File: src/rtl/heading_lqg_motor_control_core_defines.svh
// Assertion helpers shared by the heading controller RTL.
// Both expect signals named clk and rst in the calling scope.
`ifndef HEADING_LQG_MOTOR_CONTROL_CORE_DEFINES_SVH
`define HEADING_LQG_MOTOR_CONTROL_CORE_DEFINES_SVH

// Same-cycle implication.
`define HLMC_ASSERT_IMP(lbl, ante, cons, msg) \
  lbl: assert property (@(posedge clk) disable iff (rst) (ante) |-> (cons)) \
    else $error(msg);

// Next-cycle implication.
`define HLMC_ASSERT_NEXT(lbl, ante, cons, msg) \
  lbl: assert property (@(posedge clk) disable iff (rst) (ante) |=> (cons)) \
    else $error(msg);

`endif

File: src/rtl/hlmc_pkg.sv
package hlmc_pkg;

  // Field and register widths
  localparam int HEAD_W     = 16;
  localparam int TGT_W      = 9;
  localparam int GAIN_W     = 24;
  localparam int PERIOD_W   = 16;
  localparam int DB_W       = 16;
  localparam int DRIVE_W    = 8;
  localparam int CFG_IDX_W  = 3;
  localparam int S_TDATA_W  = 32;
  localparam int S_TUSER_W  = 1;
  localparam int M_TUSER_W  = 2;

  // Heading arithmetic: 1/128 degree units, error fits in 18 signed bits
  localparam int HEAD_FRAC  = 7;
  localparam int ERR_W      = 18;
  localparam int FULL_TURN  = 360;

  // Gain products are scaled back by 16 fractional bits
  localparam int GAIN_FRAC  = 16;
  localparam int CHUNK_W    = 24;
  // Width of the signed word in which saturation at full width is one short
  localparam int HOST_WORD_W = 64;

  // Effort limit and percent scaling
  localparam int U_LIMIT    = 254;
  localparam int U_LIMIT_W  = 8;
  localparam int PERCENT    = 100;
  localparam int PERCENT_W  = 7;
  localparam int PCT_W      = 15;
  // floor(p/254) == (p*33027)>>23 for every p below 33554
  localparam int DIV_RECIP  = 33027;
  localparam int RECIP_W    = 16;
  localparam int DIV_SHIFT  = 23;
  localparam int QUO_W      = 7;

  // Register reset values
  localparam logic [GAIN_W-1:0]   RST_POS_GAIN  = 24'd663289;
  localparam logic [GAIN_W-1:0]   RST_RATE_GAIN = 24'd492175;
  localparam logic [GAIN_W-1:0]   RST_OBS_EGAIN = 24'd113514;
  localparam logic [GAIN_W-1:0]   RST_OBS_RGAIN = 24'd65536;
  localparam logic [GAIN_W-1:0]   RST_INV_INERT = 24'd32768;
  localparam logic [PERIOD_W-1:0] RST_PERIOD    = 16'd1311;
  localparam logic [DB_W-1:0]     RST_DEADBAND  = 16'd64;

  // Request to the shared multiply unit
  typedef struct packed {
    logic              start;
    logic [GAIN_W-1:0] gain;
  } mul_req_t;

endpackage

File: src/rtl/heading_lqg_motor_control_core.sv
// Heading hold controller with an observed error and rate. Each input item is one
// control tick (measured heading, target azimuth, track flag) and yields exactly
// one result item (drive percent, deadband flag, saturation flag). The block takes
// one item at a time: s_tready is high only while it is idle, and a finished item
// waits in the output register while the next one is accepted. A tick inside the
// deadband goes from S_ERR straight to S_OUT, with no gain products. A full tick
// runs nine gain products one after another through one shared multiply unit and
// then scales and divides the effort. Configuration writes are taken every cycle.
`include "heading_lqg_motor_control_core_defines.svh"

module heading_lqg_motor_control_core #(
  parameter int FRAC_BITS   = 16,
  parameter int STATE_WIDTH = 40
) (
  input  logic                                clk,
  input  logic                                rst,
  input  logic                                s_tvalid,
  output logic                                s_tready,
  // [15:0] measured_heading, [24:16] target_heading, [31:25] zero
  input  logic [hlmc_pkg::S_TDATA_W-1:0]      s_tdata,
  // [0] track_enable
  input  logic [hlmc_pkg::S_TUSER_W-1:0]      s_tuser,
  output logic                                m_tvalid,
  input  logic                                m_tready,
  // [7:0] drive_percent
  output logic [hlmc_pkg::DRIVE_W-1:0]        m_tdata,
  // [0] in_deadband, [1] saturated
  output logic [hlmc_pkg::M_TUSER_W-1:0]      m_tuser,
  input  logic                                cfg_valid,
  output logic                                cfg_ready,
  input  logic [hlmc_pkg::CFG_IDX_W-1:0]      cfg_index,
  input  logic [hlmc_pkg::GAIN_W-1:0]         cfg_data
);

  localparam int SW      = STATE_WIDTH;
  localparam int FB      = FRAC_BITS;
  localparam int ERR_W   = hlmc_pkg::ERR_W;
  localparam int GW      = hlmc_pkg::GAIN_W;
  localparam int EW      = ERR_W + FB - hlmc_pkg::HEAD_FRAC;
  localparam int XW      = ((EW > SW) ? EW : SW) + 1;
  localparam int UMAG_W  = FB + hlmc_pkg::U_LIMIT_W;
  localparam int PPROD_W = UMAG_W + hlmc_pkg::PERCENT_W;
  localparam int QPROD_W = hlmc_pkg::PCT_W + hlmc_pkg::RECIP_W;

  localparam logic signed [SW-1:0] SMAX = {1'b0, {(SW-1){1'b1}}};
  localparam logic signed [SW-1:0] SMIN = {1'b1, {(SW-1){1'b0}}};
  localparam logic signed [XW-1:0] XMAX = XW'(SMAX);
  localparam logic signed [XW-1:0] XMIN = XW'(SMIN);
  localparam logic signed [SW-1:0] LIM  = SW'(hlmc_pkg::U_LIMIT) << FB;
  localparam logic signed [SW-1:0] NLIM = -LIM;
  localparam logic signed [ERR_W-1:0] TURN =
    ERR_W'(hlmc_pkg::FULL_TURN) << hlmc_pkg::HEAD_FRAC;

  localparam logic [hlmc_pkg::CFG_IDX_W-1:0] CFG_POS_GAIN  = 3'd0;
  localparam logic [hlmc_pkg::CFG_IDX_W-1:0] CFG_RATE_GAIN = 3'd1;
  localparam logic [hlmc_pkg::CFG_IDX_W-1:0] CFG_OBS_EGAIN = 3'd2;
  localparam logic [hlmc_pkg::CFG_IDX_W-1:0] CFG_OBS_RGAIN = 3'd3;
  localparam logic [hlmc_pkg::CFG_IDX_W-1:0] CFG_INV_INERT = 3'd4;
  localparam logic [hlmc_pkg::CFG_IDX_W-1:0] CFG_PERIOD    = 3'd5;
  localparam logic [hlmc_pkg::CFG_IDX_W-1:0] CFG_DEADBAND  = 3'd6;

  typedef enum logic [2:0] {
    S_IDLE,
    S_ERR,
    S_ISSUE,
    S_WAIT,
    S_SCALE,
    S_DIV,
    S_OUT
  } state_t;

  typedef enum logic [3:0] {
    OP_KP,
    OP_KV,
    OP_EKT,
    OP_FKT,
    OP_WT,
    OP_EINNOV,
    OP_UT,
    OP_UJ,
    OP_WINNOV
  } op_t;

  function automatic logic signed [SW-1:0] clampx(input logic signed [XW-1:0] x);
    if (x > XMAX) return SMAX;
    else if (x < XMIN) return SMIN;
    else return SW'(x);
  endfunction

  function automatic logic signed [SW-1:0] sadd(input logic signed [SW-1:0] a,
                                                input logic signed [SW-1:0] b);
    logic signed [XW-1:0] sum;
    sum = XW'(a) + XW'(b);
    return clampx(sum);
  endfunction

  function automatic logic signed [SW-1:0] sneg(input logic signed [SW-1:0] a);
    return (a == SMIN) ? SMAX : -a;
  endfunction

  function automatic logic [ERR_W-1:0] mag_err(input logic signed [ERR_W-1:0] x);
    return x[ERR_W-1] ? ERR_W'(-x) : ERR_W'(x);
  endfunction

  state_t state;
  op_t    op;

  logic [GW-1:0]                   kp, kv, kep, kef, jinv;
  logic [hlmc_pkg::PERIOD_W-1:0]   period;
  logic [hlmc_pkg::DB_W-1:0]       deadband;

  logic [hlmc_pkg::HEAD_W-1:0]     hd_meas;
  logic [hlmc_pkg::TGT_W-1:0]      hd_tgt;
  logic                            trk;

  logic signed [SW-1:0] err_e, u_reg, tmp, newe, est_err, est_rate;
  logic [GW-1:0]        ekt, fkt;
  logic                 sat_flag;
  logic [hlmc_pkg::PCT_W-1:0]   pct;
  logic [hlmc_pkg::DRIVE_W-1:0] r_drive;
  logic                 r_db, r_sat;

  hlmc_pkg::mul_req_t   mul_req;
  logic signed [SW-1:0] mul_a;
  logic                 mul_done;
  logic signed [SW-1:0] mul_res;

  // heading error selection
  logic [ERR_W-1:0]        s_u;
  logic signed [ERR_W-1:0] e1, e2, e3, err;
  logic [ERR_W-1:0]        a1, a2, a3, err_abs;
  logic                    in_db;
  logic signed [EW-1:0]    e_wide;
  logic signed [SW-1:0]    e_sat;

  logic signed [SW-1:0]       u_sum;
  logic [UMAG_W-1:0]          umag;
  logic [PPROD_W-1:0]         pprod;
  logic [QPROD_W-1:0]         qprod;
  logic [hlmc_pkg::QUO_W-1:0] quo;
  logic                       u_pos;

  assign s_tready  = (state == S_IDLE);
  assign cfg_ready = 1'b1;

  always_comb begin
    s_u = trk ? ERR_W'({hd_tgt, {hlmc_pkg::HEAD_FRAC{1'b0}}}) : ERR_W'(hd_meas);
    e1  = $signed(s_u) - $signed(ERR_W'(hd_meas));
    e2  = e1 + TURN;
    e3  = e1 - TURN;
    a1  = mag_err(e1);
    a2  = mag_err(e2);
    a3  = mag_err(e3);
    // first smallest magnitude wins on ties
    if (a1 <= a2 && a1 <= a3) err = e1;
    else if (a2 <= a1 && a2 <= a3) err = e2;
    else err = e3;
    err_abs = mag_err(err);
    in_db   = err_abs < ERR_W'(deadband);
    e_wide  = EW'(err) <<< (FB - hlmc_pkg::HEAD_FRAC);
    e_sat   = clampx(XW'(e_wide));
  end

  always_comb begin
    mul_req.start = (state == S_ISSUE);
    mul_req.gain  = '0;
    mul_a         = '0;
    case (op)
      OP_KP: begin
        mul_a         = err_e;
        mul_req.gain  = kp;
      end
      OP_KV: begin
        mul_a         = est_rate;
        mul_req.gain  = kv;
      end
      OP_EKT: begin
        mul_a         = SW'(kep);
        mul_req.gain  = GW'(period);
      end
      OP_FKT: begin
        mul_a         = SW'(kef);
        mul_req.gain  = GW'(period);
      end
      OP_WT: begin
        mul_a         = est_rate;
        mul_req.gain  = GW'(period);
      end
      OP_EINNOV: begin
        mul_a         = sadd(err_e, sneg(est_err));
        mul_req.gain  = ekt;
      end
      OP_UT: begin
        mul_a         = u_reg;
        mul_req.gain  = GW'(period);
      end
      OP_UJ: begin
        mul_a         = tmp;
        mul_req.gain  = jinv;
      end
      OP_WINNOV: begin
        mul_a         = sadd(err_e, sneg(newe));
        mul_req.gain  = fkt;
      end
      default: begin
        mul_a         = '0;
        mul_req.gain  = '0;
      end
    endcase
  end

  always_comb begin
    u_sum = sadd(u_reg, sneg(mul_res));
    umag  = UMAG_W'(u_reg[SW-1] ? -u_reg : u_reg);
    pprod = PPROD_W'(umag) * PPROD_W'(hlmc_pkg::PERCENT);
    qprod = QPROD_W'(pct) * QPROD_W'(hlmc_pkg::DIV_RECIP);
    quo   = qprod[hlmc_pkg::DIV_SHIFT +: hlmc_pkg::QUO_W];
    u_pos = !u_reg[SW-1] && (u_reg != '0);
  end

  hlmc_qmul #(
    .STATE_WIDTH(STATE_WIDTH)
  ) u_qmul (
    .clk     (clk),
    .rst     (rst),
    .req     (mul_req),
    .operand (mul_a),
    .done    (mul_done),
    .result  (mul_res)
  );

  always_ff @(posedge clk) begin
    if (rst) begin
      state    <= S_IDLE;
      op       <= OP_KP;
      m_tvalid <= 1'b0;
      est_err  <= '0;
      est_rate <= '0;
      kp       <= hlmc_pkg::RST_POS_GAIN;
      kv       <= hlmc_pkg::RST_RATE_GAIN;
      kep      <= hlmc_pkg::RST_OBS_EGAIN;
      kef      <= hlmc_pkg::RST_OBS_RGAIN;
      jinv     <= hlmc_pkg::RST_INV_INERT;
      period   <= hlmc_pkg::RST_PERIOD;
      deadband <= hlmc_pkg::RST_DEADBAND;
    end else begin
      if (cfg_valid) begin
        unique case (cfg_index)
          CFG_POS_GAIN:  kp       <= cfg_data;
          CFG_RATE_GAIN: kv       <= cfg_data;
          CFG_OBS_EGAIN: kep      <= cfg_data;
          CFG_OBS_RGAIN: kef      <= cfg_data;
          CFG_INV_INERT: jinv     <= cfg_data;
          CFG_PERIOD:    period   <= cfg_data[hlmc_pkg::PERIOD_W-1:0];
          CFG_DEADBAND:  deadband <= cfg_data[hlmc_pkg::DB_W-1:0];
          default: ;
        endcase
      end

      if (m_tvalid && m_tready) m_tvalid <= 1'b0;

      unique case (state)
        S_IDLE: begin
          if (s_tvalid) begin
            hd_meas <= s_tdata[hlmc_pkg::HEAD_W-1:0];
            hd_tgt  <= s_tdata[hlmc_pkg::HEAD_W +: hlmc_pkg::TGT_W];
            trk     <= s_tuser[0];
            state   <= S_ERR;
          end
        end
        S_ERR: begin
          if (in_db) begin
            // zero drive, observer left alone
            r_drive <= '0;
            r_db    <= 1'b1;
            r_sat   <= 1'b0;
            state   <= S_OUT;
          end else begin
            err_e    <= e_sat;
            op       <= OP_KP;
            sat_flag <= 1'b0;
            state    <= S_ISSUE;
          end
        end
        S_ISSUE: begin
          state <= S_WAIT;
        end
        S_WAIT: begin
          if (mul_done) begin
            state <= S_ISSUE;
            case (op)
              OP_KP: begin
                u_reg <= sneg(mul_res);
                op    <= OP_KV;
              end
              OP_KV: begin
                if (u_sum > LIM) begin
                  u_reg    <= LIM;
                  sat_flag <= 1'b1;
                end else if (u_sum < NLIM) begin
                  u_reg    <= NLIM;
                  sat_flag <= 1'b1;
                end else begin
                  u_reg <= u_sum;
                end
                op <= OP_EKT;
              end
              OP_EKT: begin
                ekt <= mul_res[GW-1:0];
                op  <= OP_FKT;
              end
              OP_FKT: begin
                fkt <= mul_res[GW-1:0];
                op  <= OP_WT;
              end
              OP_WT: begin
                tmp <= mul_res;
                op  <= OP_EINNOV;
              end
              OP_EINNOV: begin
                newe <= sadd(tmp, mul_res);
                op   <= OP_UT;
              end
              OP_UT: begin
                tmp <= mul_res;
                op  <= OP_UJ;
              end
              OP_UJ: begin
                tmp <= mul_res;
                op  <= OP_WINNOV;
              end
              OP_WINNOV: begin
                // commit both observer states together
                est_rate <= sadd(tmp, mul_res);
                est_err  <= newe;
                state    <= S_SCALE;
              end
              default: begin
                state <= S_IDLE;
              end
            endcase
          end
        end
        S_SCALE: begin
          pct   <= pprod[FB +: hlmc_pkg::PCT_W];
          state <= S_DIV;
        end
        S_DIV: begin
          r_drive <= u_pos ? -hlmc_pkg::DRIVE_W'(quo) : hlmc_pkg::DRIVE_W'(quo);
          r_db    <= 1'b0;
          r_sat   <= sat_flag;
          state   <= S_OUT;
        end
        S_OUT: begin
          // hold until the output register is free
          if (!m_tvalid || m_tready) begin
            m_tvalid <= 1'b1;
            m_tdata  <= r_drive;
            m_tuser  <= {r_sat, r_db};
            state    <= S_IDLE;
          end
        end
        default: begin
          state <= S_IDLE;
        end
      endcase
    end
  end

  `HLMC_ASSERT_IMP(a_db_zero, m_tvalid && m_tuser[0], m_tdata == '0 && !m_tuser[1], "deadband item with drive")
  `HLMC_ASSERT_IMP(a_drive_range, m_tvalid, $signed(m_tdata) <= 8'sd100 && $signed(m_tdata) >= -8'sd100, "drive out of range")
  `HLMC_ASSERT_IMP(a_mul_wait, mul_done, state == S_WAIT, "multiply result with no waiting step")
  `HLMC_ASSERT_NEXT(a_accept_busy, s_tvalid && s_tready, state == S_ERR && !s_tready, "ready after accept")

endmodule

File: src/rtl/hlmc_qmul.sv
// Saturating signed-by-unsigned gain multiply, (a * g) >> 16 truncated toward zero.
// The magnitude is consumed one chunk per cycle, top chunk first.
module hlmc_qmul #(
  parameter int STATE_WIDTH = 40
) (
  input  logic                          clk,
  input  logic                          rst,
  input  hlmc_pkg::mul_req_t            req,
  input  logic signed [STATE_WIDTH-1:0] operand,
  output logic                          done,
  output logic signed [STATE_WIDTH-1:0] result
);

  localparam int CW    = hlmc_pkg::CHUNK_W;
  localparam int GW    = hlmc_pkg::GAIN_W;
  localparam int NCH   = (STATE_WIDTH + CW - 1) / CW;
  localparam int MW    = NCH * CW;
  localparam int AW    = MW + GW;
  localparam int RW    = AW - hlmc_pkg::GAIN_FRAC;
  localparam int CNT_W = $clog2(NCH + 1);
  localparam logic [CNT_W-1:0] CNT_LAST = CNT_W'(NCH);
  localparam logic [RW-1:0] CAP_POS = RW'({(STATE_WIDTH-1){1'b1}});
  // At full host word width the negative limit stops one short of the minimum
  localparam logic [RW-1:0] CAP_NEG =
    (STATE_WIDTH >= hlmc_pkg::HOST_WORD_W) ? CAP_POS : CAP_POS + 1'b1;

  logic             busy;
  logic [CNT_W-1:0] cnt;
  logic             neg;
  logic [MW-1:0]    mag;
  logic [GW-1:0]    gain;
  logic [AW-1:0]    acc;

  logic [STATE_WIDTH-1:0] abs_a;
  logic [CW+GW-1:0]       part;
  logic [RW-1:0]          res_mag;
  logic [RW-1:0]          sat_mag;
  logic [STATE_WIDTH-1:0] res_out;

  always_comb begin
    abs_a   = operand[STATE_WIDTH-1] ? STATE_WIDTH'(-operand) : STATE_WIDTH'(operand);
    part    = mag[MW-1 -: CW] * gain;
    res_mag = acc[AW-1:hlmc_pkg::GAIN_FRAC];
    if (neg) begin
      sat_mag = (res_mag > CAP_NEG) ? CAP_NEG : res_mag;
      res_out = -STATE_WIDTH'(sat_mag);
    end else begin
      sat_mag = (res_mag > CAP_POS) ? CAP_POS : res_mag;
      res_out = STATE_WIDTH'(sat_mag);
    end
  end

  always_ff @(posedge clk) begin
    if (rst) begin
      busy <= 1'b0;
      cnt  <= '0;
      done <= 1'b0;
    end else begin
      done <= 1'b0;
      if (req.start) begin
        busy <= 1'b1;
        cnt  <= '0;
        neg  <= operand[STATE_WIDTH-1];
        mag  <= MW'(abs_a);
        gain <= req.gain;
        acc  <= '0;
      end else if (busy) begin
        if (cnt != CNT_LAST) begin
          // shift in the next partial product
          acc <= (acc << CW) + AW'(part);
          mag <= mag << CW;
          cnt <= cnt + 1'b1;
        end else begin
          result <= $signed(res_out);
          done   <= 1'b1;
          busy   <= 1'b0;
        end
      end
    end
  end

endmodule

File: config.mk
export PLATFORM = sky130hd
export DESIGN_NAME = heading_lqg_motor_control_core
export DESIGN_NICKNAME = d
export VERILOG_FILES = /design/src/rtl/hlmc_pkg.sv /design/src/rtl/heading_lqg_motor_control_core.sv /design/src/rtl/hlmc_qmul.sv
export VERILOG_INCLUDE_DIRS = /design/src /design/src/rtl
export SDC_FILE = /design/constraint.sdc
export NUM_CORES = 2
export LEC_CHECK = 0
export BUFFER_PORTS_ARGS = -buffer_cell sky130_fd_sc_hd__buf_2
export CORE_MARGIN = 2
export CORE_UTILIZATION = 41
export CTS_BUF_LIST = sky130_fd_sc_hd__clkbuf_8
export DETAILED_ROUTE_END_ITERATION = 10
export GPL_TIMING_DRIVEN = 0
export RECOVER_POWER = 100
export SLEW_MARGIN = 15
export SYNTH_ARGS = -nofsm -noshare
export SYNTH_HDL_FRONTEND = slang
export SYNTH_SLANG_ARGS = --single-unit
File: constraint.sdc
create_clock -name clk -period 34 [get_ports clk]
set_clock_uncertainty 0.1 [all_clocks]
set_input_delay 1.7 -clock clk [delete_from_list [all_inputs] [get_ports clk]]
set_output_delay 1.7 -clock clk [all_outputs]
set_load 0.02 [all_outputs]
# Yosys cells after proc, flatten, opt, wreduce, memory -nomap -nowiden
# Index checks and enable logic that the tools add are counted.
# totals
reg_bits	699
out_inout_bits	13
word_cells	227
# classes
n_addsub	20
mul	3
n_lt_le_gt_ge	19
eq_ne	32
mux	64
bitwise	5
reduce_logical	47
# ops
op	count
40-bit 2-to-1 mux	19
40-bit one-hot mux with 8 select lines	1
40-bit negation	5
40-bit by 40-bit adder with 41-bit output	4
41-bit by 40-bit greater-than comparator with 1-bit output, second input constant	4
41-bit by 40-bit less-than comparator with 1-bit output, second input constant	4
72-bit 2-to-1 mux	2
24-bit one-hot mux with 6 select lines	1
40-bit == test, second input constant	3
18-bit 2-to-1 mux	6
48-bit 2-to-1 mux	2
40-bit one-hot mux with 2 select lines	1
72-bit by 48-bit adder with 72-bit output	1
18-bit less-or-equal comparator	4
56-bit by 39-bit greater-than comparator with 1-bit output, second input constant	1
56-bit by 40-bit greater-than comparator with 1-bit output, second input constant	1
18-bit negation	3
24-bit by 24-bit multiplier with 48-bit output	1
27-bit by 40-bit greater-than comparator with 1-bit output, second input constant	1
40-bit by 25-bit greater-than comparator with 1-bit output, second input constant	1
27-bit by 40-bit less-than comparator with 1-bit output, second input constant	1
40-bit by 25-bit less-than comparator with 1-bit output, second input constant	1
40-bit nonzero test	1
4-bit one-hot mux with 8 select lines	1
47 further kinds	121

# Depth between registers and ports, before layout
# depth
depth_word	14
mapped_depth	52

# Modules after synthesis
# Synthesis repeated with hierarchy kept, for this count alone.
# hier_totals
cells_unflattened	7751
area_unflattened_um2	68064.0
# modules_own_cells
mod	instances	cells_per_inst	area_per_inst_um2	seq_area_each_um2
heading_lqg_motor_control_core	1	4570	38532.0	12251.8
hlmc_qmul	1	3181	29532.1	5635.4

# Worst setup path before layout
# No wires, ideal clock.
# synth_timing
path_type	reg-to-reg
start	reg trk
end	reg r_db (enable)
arrival_ps	10351
t_required_ps	33496
slack_ps	23146
path_stages_with_launch	51
path_buffers	6
path_cell_list	edfxtp_1 -> buf_2 -> clkbuf_1 -> buf_1 -> nand2_1 -> o21ai_0 -> ha_1 -> clkbuf_1 -> or3_1 -> a21oi_1 -> a31oi_1 -> xnor2_1 -> clkinv_1 -> ha_1 -> clkbuf_1 -> nor4_1 -> nor2_1 -> a211oi_1 -> [15 not listed] -> nand2_1 -> o21ai_0 -> ha_1 -> a21o_1 -> a21o_1 -> a21o_1 -> a21o_1 -> a21o_1 -> a21o_1 -> a21o_1 -> a21o_1 -> a21o_1 -> a21o_1 -> a21oi_1 -> o21ai_0 -> a31oi_1 -> a311oi_2 -> nor4_1
# synth_via
elab_chain_cells	14
elab_cells_between_ends	23
# synth_rtl
item	line_no	source
from (decl)	heading_lqg_motor_control_core.sv:114	logic trk;
from (signal assigned)	heading_lqg_motor_control_core.sv:267	trk <= s_tuser[0];
16-bit 2-to-1 mux *	heading_lqg_motor_control_core.sv:147	s_u = trk ? ERR_W'({hd_tgt, {hlmc_pkg::HEAD_FRAC{1'b0}}}) : ERR_W'(hd_meas);
16-bit by 16-bit subtractor with 17-bit output *	heading_lqg_motor_control_core.sv:148	e1 = $signed(s_u) - $signed(ERR_W'(hd_meas));
17-bit by 17-bit adder with 18-bit output or 17-bit by 17-bit subtractor with 18-bit output (tied branches)	heading_lqg_motor_control_core.sv:149, heading_lqg_motor_control_core.sv:150	
18-bit negation	heading_lqg_motor_control_core.sv:102	return x[ERR_W-1] ? ERR_W'(-x) : ERR_W'(x);
18-bit 2-to-1 mux	heading_lqg_motor_control_core.sv:102	
18-bit less-or-equal comparator	heading_lqg_motor_control_core.sv:156	else if (a2 <= a1 && a2 <= a3) err = e2;
1-bit logical AND	heading_lqg_motor_control_core.sv:156	
18-bit 2-to-1 mux	heading_lqg_motor_control_core.sv:156	
18-bit 2-to-1 mux *	heading_lqg_motor_control_core.sv:155	if (a1 <= a2 && a1 <= a3) err = e1;
18-bit negation	heading_lqg_motor_control_core.sv:102	
18-bit 2-to-1 mux *	heading_lqg_motor_control_core.sv:102	
18-bit by 16-bit less-than comparator with 1-bit output *	heading_lqg_motor_control_core.sv:159	in_db = err_abs < ERR_W'(deadband);
2-bit != test (no source line) *	--	
3-bit AND reduction (no source line) *	--	
to (signal assigned)	heading_lqg_motor_control_core.sv:275	r_db <= 1'b1;
to (signal assigned)	heading_lqg_motor_control_core.sv:350	r_db <= 1'b0;
to (decl)	heading_lqg_motor_control_core.sv:121	logic r_db, r_sat;
# Mark *: on every way between the ends. The rest lies on a longest branch, timed or not.
# A chain may end at the register's enable or synchronous reset.

# Final worst setup path
# layout_timing
start	reg trk
end	reg r_drive[0] (netlist name) (enable)
# layout_via
elab_chain_cells	14
elab_cells_between_ends	23
# layout_rtl
item	line_no	source
16-bit 2-to-1 mux *	heading_lqg_motor_control_core.sv:147	
16-bit by 16-bit subtractor with 17-bit output *	heading_lqg_motor_control_core.sv:148	
17-bit by 17-bit adder with 18-bit output or 17-bit by 17-bit subtractor with 18-bit output (tied branches)	heading_lqg_motor_control_core.sv:149, heading_lqg_motor_control_core.sv:150	
18-bit negation	heading_lqg_motor_control_core.sv:102	
18-bit 2-to-1 mux	heading_lqg_motor_control_core.sv:102	
18-bit less-or-equal comparator	heading_lqg_motor_control_core.sv:156	
1-bit logical AND	heading_lqg_motor_control_core.sv:156	
18-bit 2-to-1 mux	heading_lqg_motor_control_core.sv:156	
18-bit 2-to-1 mux *	heading_lqg_motor_control_core.sv:155	
18-bit negation	heading_lqg_motor_control_core.sv:102	
18-bit 2-to-1 mux *	heading_lqg_motor_control_core.sv:102	
18-bit by 16-bit less-than comparator with 1-bit output *	heading_lqg_motor_control_core.sv:159	
2-bit != test (no source line) *	--	
3-bit AND reduction (no source line) *	--	
to (signal assigned)	heading_lqg_motor_control_core.sv:349	r_drive <= u_pos ? -hlmc_pkg::DRIVE_W'(quo) : hlmc_pkg::DRIVE_W'(quo);
to (decl)	heading_lqg_motor_control_core.sv:120	logic [hlmc_pkg::DRIVE_W-1:0] r_drive;
# Marks and branches as above.

==> impl_metrics.csv <==
group,metric,value,unit
critical_path,path_class,"flip-flop to flip-flop",
floorplanning,chipWidth,410,um
floorplanning,rows,148,
yosys,yosysTopAreaCell,"edfxtp_1",
yosys,synthTopCellsByArea,"edfxtp_1, fa_1, ha_1, dfxtp_1, nand2_1",
timing,period_needed,15.14,ns
timing,rsz0062_at_grt,"no",
min_path,hold_path_class,"flip-flop to flip-flop",
detailed_routing,drtIter0Drc,7155,
critical_path,end_kind,"flip-flop",
global_route,grt_pass1_wl,376,mm
yosys,ys_seq_elements,677,
yosys,synth_mux_area_frac,0.00424,
yosys,syn_area,67500,um2
yosys,yosysSeqAreaShare,0.265,
clocking,clock_latency,0.90,ns
clocking,cts.sinks,677,
timing,timing.slew.headroom,-0.510,
floorplanning,die_area,168000,um2
clocking,clockBufferDepth,3,
critical_path,r2r_end,"r_drive[0]$_SDFFCE_PN0P_",
place,port_buffers,69,
yosys,synthDistinctLibCells,117,
floorplanning,initial_core_util,0.414,
critical_path,critPathLaunchType,"flip-flop",
clocking,ctsResizeCount,0,
global_route,grt_max_degree,31,
clocking,cts_max_level,3,
timing,fmax,66.0,MHz
yosys,yosys_most_used_dff,"edfxtp_1",
job,drv_cap,7,
layout,largest_reg_flops,72,
floorplanning,die_h,410,um
yosys,yosysWarnings,0,
floorplanning,io_pins,78,
timing,post-route-period-util,0.445,
min_path,worst_hold_startpoint,"r_db$_DFFE_PP_",
global_route,grt_pass1_vias,58100,
clocking,cts_root_buf,"clkbuf_8",
timing,slew_viol_final,173,
layout,fillCellCount,16000,
yosys,synth.top_cells.by_count,"nand2_1, inv_1, ha_1",
critical_path,arrival,15.51,ns
critical_path,r2r-start,"trk$_DFFE_PP_",
outcome,violations,"max-capacitance violations, max-slew violations",
critical_path,crit_fanout,10,
detailed_routing,postRouteAntennaNets,0,
floorplanning,core-area,163000,um2
layout,area_growth,8.38,%
yosys,syn-instance-count,7736,
min_path,holdPathEnd,"m_tuser[0]$_DFFE_PP_",
place,gp_congestion,1.03,
detailed_routing,wirelength,254,mm
timing,tns,0,ns
timing,hold_viol,0,
yosys,async_flop_share,0,
yosys,synth_xor_area_frac,0.0504,
clocking,tritoncts,"built",
critical_path,cp.required,34.37,ns
clocking,clkSlewWorstSetupHoldPaths,0.06,ns
critical_path,cpPeakStageDelay,0.78,ns
detailed_routing,vias,60200,
clocking,postCtsSetupBuffers,0,
critical_path,cpMaxStageDelayCell,"a31oi_1",
critical_path,cp_common_cell,"a21o_1",
detailed_routing,drc,0,
critical_path,r2r_slack,18.86,ns
yosys,synth-compound-area-share,0.154,
yosys,synth_top_family_by_area,"adder cells",
critical_path,reg2reg_depth,50,
place,dpl.hpwl,207,mm
timing,finalSetupViolations,0,
global_route,grt_usage,0.299,
clocking,ctsHoldBuffers,0,
detailed_routing,drt_pass1_iterations,9,
layout,nets,9152,
global_route,grt_antenna_before_repair,34,
layout,regMostFlops,"u_qmul.acc",
timing,tightest_slew,2.26,ns
layout,fin_cells,10200,
yosys,synth-simple-area-share,0.188,
yosys,synth.top_cell.area_share,0.193,
place,dp_cells,10000,
yosys,synth_most_common_cell,"nand2_1",
yosys,yosys.area_share.adder,0.271,
detailed_routing,via_per_inst,5.87,
layout,drive_gt1_frac,0.0382,
min_path,hold_depth,0,
clocking,numCtsBuffers,114,
yosys,synth-edff-count,433,
detailed_routing,wl_per_cell,24.8,um
yosys,synth_area_per_cell,8.73,um2
global_route,grt-ovfl-total,0,
layout,largestRegisters,"u_qmul.acc (72), u_qmul.mag (48)",
outcome,status,"finished, violations left",
-- per-layer routing --
metal / routed length [um] / track usage
met2: 109000 / 0.457
met3: 26500 / 0.0546
met5: 105 / 0
met1: 105000 / 0.416
met4: 13100 / 0.124
-- how the worst max path moves through the flow --
stage             startpoint                       end  slack (ns)  cells after the start
3_3_place_gp   trk$_DFFE_PP_  r_drive[0]$_SDFFCE_PN0P_       18.66                     48
3_5_place_dp   trk$_DFFE_PP_  r_drive[7]$_SDFFCE_PN0P_       20.49                     50
5_1_grt        trk$_DFFE_PP_  r_drive[0]$_SDFFCE_PN0P_       17.92                     52
4_1_cts        trk$_DFFE_PP_  r_drive[0]$_SDFFCE_PN0P_       20.36                     50
2_1_floorplan  trk$_DFFE_PP_            r_db$_DFFE_PP_       23.15                     50
6_report       trk$_DFFE_PP_  r_drive[0]$_SDFFCE_PN0P_       18.86                     50
-- area by class of cell --
type / count / area (um2) / share of cell area
Timing Repair Buffer: 103 / 493 / 0.00674
Multi-Input combinational cell: 5874 / 45100 / 0.616
Inverter: 831 / 3120 / 0.0427
Sequential cell: 677 / 17900 / 0.244
Clock inverter: 83 / 662 / 0.00904
Clock buffer: 131 / 1800 / 0.0246
Antenna cell: 9 / 22.5 / 0.000308
Tap cell: 2175 / 2720 / 0.0372
Buffer: 361 / 1380 / 0.0189
-- logic make-up after synthesis --
group | after synthesis
compound gates | 1573
mux | 28
fa+ha+maj | 1141
xor+xnor | 385
other cells | 2
simple gates | 2738
flops | 677
buf+inv | 1192
-- cell usage in the layout, fill, tap and decap left out, types with 24 or more instances in the layout --
cell type	Yosys	routed
a211oi_1	41	43
a21o_1	167	167
a21oi_1	501	502
a222oi_1	45	45
a22oi_1	81	82
a31oi_1	41	42
and2_0	1	24
and2_1	245	222
and3_1	47	47
buf_2	10	60
clkbuf_1	329	387
clkbuf_8	0	131
dfxtp_1	244	244
edfxtp_1	433	433
fa_1	538	538
ha_1	587	587
inv_1	829	865
nand2_1	1243	1243
nand2b_1	49	49
nand3_1	197	198
nand4_1	48	48
nor2_1	462	462
nor2b_1	52	52
nor3_1	140	140
nor4_1	58	58
o211ai_1	45	46
o21a_1	49	49
o21ai_0	247	248
o21bai_1	56	56
o31ai_1	55	55
or3_1	62	62
or4_1	37	37
xnor2_1	242	242
xor2_1	140	141
-- stage by stage --
step	instance area, um2	utilization	hold slack [ns]	worst slack (ns)
6_report	73200	0.449	0.320	18.86
3_5_place_dp	71000	0.435	0.306	20.49
2_1_floorplan	67500	-	0.300	23.15
5_1_grt	73200	0.448	0.325	17.92
3_3_place_gp	70600	0.433	0.303	18.66
4_1_cts	73500	0.451	0.310	20.36
-- critical path, delay by kind of cell, from the launching register on --
family,cells,cell delay (ns)
flops,1,0.36
buf+inv,11,3.70
simple gates,8,2.07
xor+xnor,1,0.65
compound gates,24,6.01
mux,2,0.68
fa+ha+maj,4,1.12
Power is not shown: default switching activity piles up to over one toggle a cycle in this logic, so the estimate is an artifact.
